==> config.mk <==
export PLATFORM = sky130hd
export DESIGN_NAME = ubd_div_chain
export DESIGN_NICKNAME = d
export VERILOG_FILES = /design/src/ubd_div_cell.sv /design/src/ubd_div_chain.sv
export SDC_FILE = /design/constraint.sdc
export NUM_CORES = 2
export LEC_CHECK = 0
export BUFFER_PORTS_ARGS = -buffer_cell sky130_fd_sc_hd__buf_2
export CAP_MARGIN = 20
export CORE_ASPECT_RATIO = 0.75
export CORE_MARGIN = 10
export CORE_UTILIZATION = 30
export CTS_CLUSTER_SIZE = 24
export DETAILED_ROUTE_END_ITERATION = 10
export SLEW_MARGIN = 20
export SYNTH_ARGS = -nofsm -noshare
export SYNTH_HDL_FRONTEND = slang
export SYNTH_HIERARCHICAL = 1
export SYNTH_SLANG_ARGS = --single-unit
==> constraint.sdc <==
create_clock -name clk -period 3.8 [get_ports clk]
set_input_delay 0.19 -clock clk [delete_from_list [all_inputs] [get_ports clk]]
set_output_delay 0.19 -clock clk [all_outputs]
set_load 0.005 [all_outputs]
==> src/ubd_div_cell.sv <==
// ---------------------------------------------------------------------------
// ubd_div_cell: one restoring division step
// Shifts one numerator bit into the partial remainder, subtracts the divisor
// when it fits and shifts the quotient bit into the numerator register.
// ---------------------------------------------------------------------------
module ubd_div_cell #(
  parameter int NW = 32,
  parameter int DW = 26,
  parameter int SW = 1
) (
  input  logic          clk,
  input  logic          rst,
  input  logic          en,
  input  logic          in_valid,
  input  logic [DW-1:0] in_rem,
  input  logic [NW-1:0] in_nq,
  input  logic [DW-1:0] in_div,
  input  logic [SW-1:0] in_side,
  output logic          out_valid,
  output logic [DW-1:0] out_rem,
  output logic [NW-1:0] out_nq,
  output logic [DW-1:0] out_div,
  output logic [SW-1:0] out_side
);

  logic [DW:0] trial;
  logic [DW:0] diff;
  logic        qbit;

  // trial subtract
  always_comb begin
    trial = {in_rem, in_nq[NW-1]};
    diff  = trial - {1'b0, in_div};
    qbit  = (trial >= {1'b0, in_div});
  end

  always_ff @(posedge clk) begin
    if (rst) begin
      out_valid <= 1'b0;
    end else if (en) begin
      out_valid <= in_valid;
    end
  end

  always_ff @(posedge clk) begin
    if (en) begin
      out_rem  <= qbit ? diff[DW-1:0] : trial[DW-1:0];
      out_nq   <= {in_nq[NW-2:0], qbit};
      out_div  <= in_div;
      out_side <= in_side;
    end
  end

endmodule

==> src/ubd_div_chain.sv <==
// ---------------------------------------------------------------------------
// ubd_div_chain: pipelined restoring divider
// A row of NW division cells; one quotient bit per cell, one transaction
// may enter every cycle while en is high.
// ---------------------------------------------------------------------------
module ubd_div_chain #(
  parameter int NW = 32,
  parameter int DW = 26,
  parameter int SW = 1
) (
  input  logic          clk,
  input  logic          rst,
  input  logic          en,
  input  logic          in_valid,
  input  logic [DW-1:0] in_rem,
  input  logic [NW-1:0] in_num,
  input  logic [DW-1:0] in_div,
  input  logic [SW-1:0] in_side,
  output logic          out_valid,
  output logic [NW-1:0] out_quo,
  output logic [SW-1:0] out_side
);

  logic          v    [0:NW];
  logic [DW-1:0] rem  [0:NW];
  logic [NW-1:0] nq   [0:NW];
  logic [DW-1:0] dv   [0:NW];
  logic [SW-1:0] side [0:NW];

  assign v[0]    = in_valid;
  assign rem[0]  = in_rem;
  assign nq[0]   = in_num;
  assign dv[0]   = in_div;
  assign side[0] = in_side;

  // one cell per quotient bit
  for (genvar i = 0; i < NW; i++) begin : g_cell
    ubd_div_cell #(.NW(NW), .DW(DW), .SW(SW)) u_cell (
      .clk      (clk),
      .rst      (rst),
      .en       (en),
      .in_valid (v[i]),
      .in_rem   (rem[i]),
      .in_nq    (nq[i]),
      .in_div   (dv[i]),
      .in_side  (side[i]),
      .out_valid(v[i+1]),
      .out_rem  (rem[i+1]),
      .out_nq   (nq[i+1]),
      .out_div  (dv[i+1]),
      .out_side (side[i+1])
    );
  end

  assign out_valid = v[NW];
  assign out_quo   = nq[NW];
  assign out_side  = side[NW];

endmodule

==> results.txt <==
- The number of global-route vias before repair was 83600.
- Average wire per cell in the routed design: 18.07 um
* Met3 Resource Use GR: 2.379%
- In this run, placement finished with an instance count of 17140.
- Entering global routing, the biggest net connects 160 pins.
* Gp weighted congestion: 0.8966
- Fraction of final layout cells with drive strength greater than 1: 15.29%
- The tool flagged a number of max-cap violations equal to 0.
- STA classifies the critical path startpoint as a flop.
- Final-layout setup total negative slack: 0 ns
- Data arrives at the worst endpoint at 4.36 ns.
- Number of H-tree levels: 5
- After synthesis the cells add up to 141000 um2.
* Clock Root Buffer: clkbuf_16
* Postcts setup bufs: 0
* Max Fclk: 275.3 MHz
- Measured against its own limit, the worst slew margin works out to 26.87%.
* Syn_area_per_cell: 13.15 um2
- Input and output buffers added on the ports amount to 122.
* Total CTS buffers: 302
* Most utilized layer in the global route result: met2
* Post-placement cell area: 150300 um2
* Met1 track demand over resource in global routing: 18.41%
* Clock tree sinks: 2700
* Global-route wire length before repair: 496300 um
- The number of antenna violations at the first check in global routing came to 5.
- Signed area change from the synthesized netlist to the final layout: 14.75%
* Kind of end point of the critical path: flop
* Worst hold slack: 0.1050 ns
- Hold path cells: 3
- Floorplan Core Area: 467000 um2
- In the global route stage, overall resource usage came out at 12.44%.
- For this design the static power due to leakage is 0.06353 uW.
- Setup violations remaining at the end of the flow were counted as 0.
- TritonCTS built the clock tree.
- The run finished with clean final reports.
- Clock latency of the later-clocked register in the worst-skew pair: 0.99 ns
* Maximum number of buffers from clock root to sink: 4
* Via-per-instance ratio: 4.845
- The finished layout holds 17860 standard cells, fillers aside.
- In the global route stage, met2 resource usage came out at 18.87%.
- For this design the top-level I/O count stands at 123.
- The layout has 45660 filler cells.
- Max IR drop VDD: 0.4225 mV
- The first routing iteration left 7549 violations.
* Type of the most critical hold path: in -> reg
- Layout Skew: 0.07159 ns
- The worst setup path is of the reg -> reg kind.
- The final number of hold-violating endpoints came to 0.
- For the pin with the worst max-slew slack, the measured transition is 1.097 ns.
- For the finished layout, the period the worst path requires is 3.632 ns.
- Horizontal die dimension: 811.8 um
- Overall via count from detail_route: 86530
- For this configuration, the core starts out at a cell density of 30.20%.
* Num rows: 217
- After the last flow step, the layout net total stands at 12320.
* Area enclosed by the die boundary: 498300 um2
- Aggregate routed wire length: 322700 um
* DIE HEIGHT: 613.8 um
- Share of the core filled with cells in the final layout: 34.66%
- Congestion Overflow GR: 0
- Post-route antenna net violation count: 0
- Drc violations: 0
- Clock transition time at the flip-flop clock pins of the worst setup and hold paths: 0.06 ns
- The number of pins with negative max-slew slack in the final report came to 0.
- CP required: 4.53 ns
- Highest fanout seen on the critical path: 24
- Setup repair after global routing left no endpoint under its margin.
* Power per unit of standard cell area: 857.9 nW/um2
- Detailed-router iteration count before antenna repair: 8
- After technology mapping, the gate count stands at 10720.
* Sum of net half-perimeters after detailed placement: 239400 um
* Synth warnings: 6
* Number of cells on the worst reg-to-reg path: 9
* Post-route cell area: 161900 um2
- Dividing the final minimum period by the clock period gives 95.59%.
- Post-synth net total: 11680
worst max-delay path, stage by stage (launching register included):
cell	delay [ns]
edfxtp_1	0.40
inv_1	0.07
ha_1	0.40
nand3_1	0.15
nor4_4	0.56
nand4_1	0.39
o211ai_1	0.40
a21oi_4	0.06
inv_2	0.52
mux2_2	0.40
what timing repair did:
| action | CTS | global route |
|---|---|---|
| hold buffers | 174 | 0 |
| setup endpoints to repair | 0 | 80 |
| endpoints found under the hold margin | 591 | 0 |
| resized for setup | 0 | 7 |
worst paths after layout:
kind / start / end / slack [ns]
setup / recovery: g_cell[2].u_cell/out_div[22]$_DFFE_PP_ / g_cell[3].u_cell/out_rem[5]$_DFFE_PP_ / 0.17
setup reg to reg: g_cell[2].u_cell/out_div[22]$_DFFE_PP_ / g_cell[3].u_cell/out_rem[5]$_DFFE_PP_ / 0.17
hold / removal: in_rem[19] / g_cell[0].u_cell/out_rem[20]$_DFFE_PP_ / 0.11
hold reg to reg: g_cell[17].u_cell/out_nq[18]$_DFFE_PP_ / g_cell[18].u_cell/out_nq[19]$_DFFE_PP_ / 0.40
where the power goes:
group	internal [uW]	switching (uW)	total, uW
clock network	16700	12400	29100
registers	42000	4130	46100
logic	30300	33400	63600
registers in the layout (all words and copies together) (netlist names):
name / flops
g_cell.u_cell/out_div: 806
g_cell.u_cell/out_valid: 32
g_cell.u_cell/out_side: 32
g_cell.u_cell/out_rem: 806
g_cell.u_cell/out_nq: 1024
stage by stage:
stage                     setup slack, ns  total power (uW)
after CTS                         0.01655            139500
final                              0.1676            138900
after global placement            0.05363            108900
after detailed placement          0.01552            109300
after floorplan                     1.002             93860
after global routing             0.006345            147500
cells in the final DEF (no fill, tap or decap), types with 47 or more instances in the layout:
| master | instances |
|---|---|
| xnor2_1 | 391 |
| clkbuf_1 | 62 |
| nand4_1 | 105 |
| nand2_1 | 625 |
| a21oi_1 | 667 |
| nand2b_1 | 52 |
| a211oi_1 | 148 |
| o21a_1 | 136 |
| a21o_1 | 196 |
| dlygate4sd3_1 | 174 |
| inv_1 | 1081 |
| o21bai_1 | 71 |
| nor3_1 | 166 |
| nor2b_1 | 116 |
| o31ai_1 | 73 |
| buf_4 | 184 |
| a211o_1 | 52 |
| buf_2 | 121 |
| a221oi_1 | 61 |
| mux2_2 | 165 |
| mux2_4 | 517 |
| mux2i_1 | 83 |
| or3_1 | 82 |
| a311oi_1 | 63 |
| clkbuf_16 | 306 |
| nand3_1 | 169 |
| xor2_1 | 250 |
| clkinv_2 | 54 |
| and3_1 | 53 |
| ha_1 | 832 |
| nor2_1 | 511 |
| o21ai_0 | 280 |
| edfxtp_1 | 2668 |
| clkinv_1 | 47 |
layer usage:
layer | wire length (um) | part of all wire (%)
met1 | 157100 | 49
met2 | 139100 | 43
met3 | 20410 | 6.3
met4 | 6047 | 1.9
met5 | 13 | 0.0040
layout make-up:
type	instances	area [um2]	area share (%)
clock inverters	178	1891	1.168
clock buffers	368	7890	4.875
well taps	6241	7809	4.825
inverters	1103	4140	2.558
repair buffers	524	4629	2.860
flip-flops and latches	2700	80760	49.90
diodes	3	7.507	0.004638
multi-input cells	6741	54730	33.81
No activity file was read; power rests on OpenSTA's default activity.
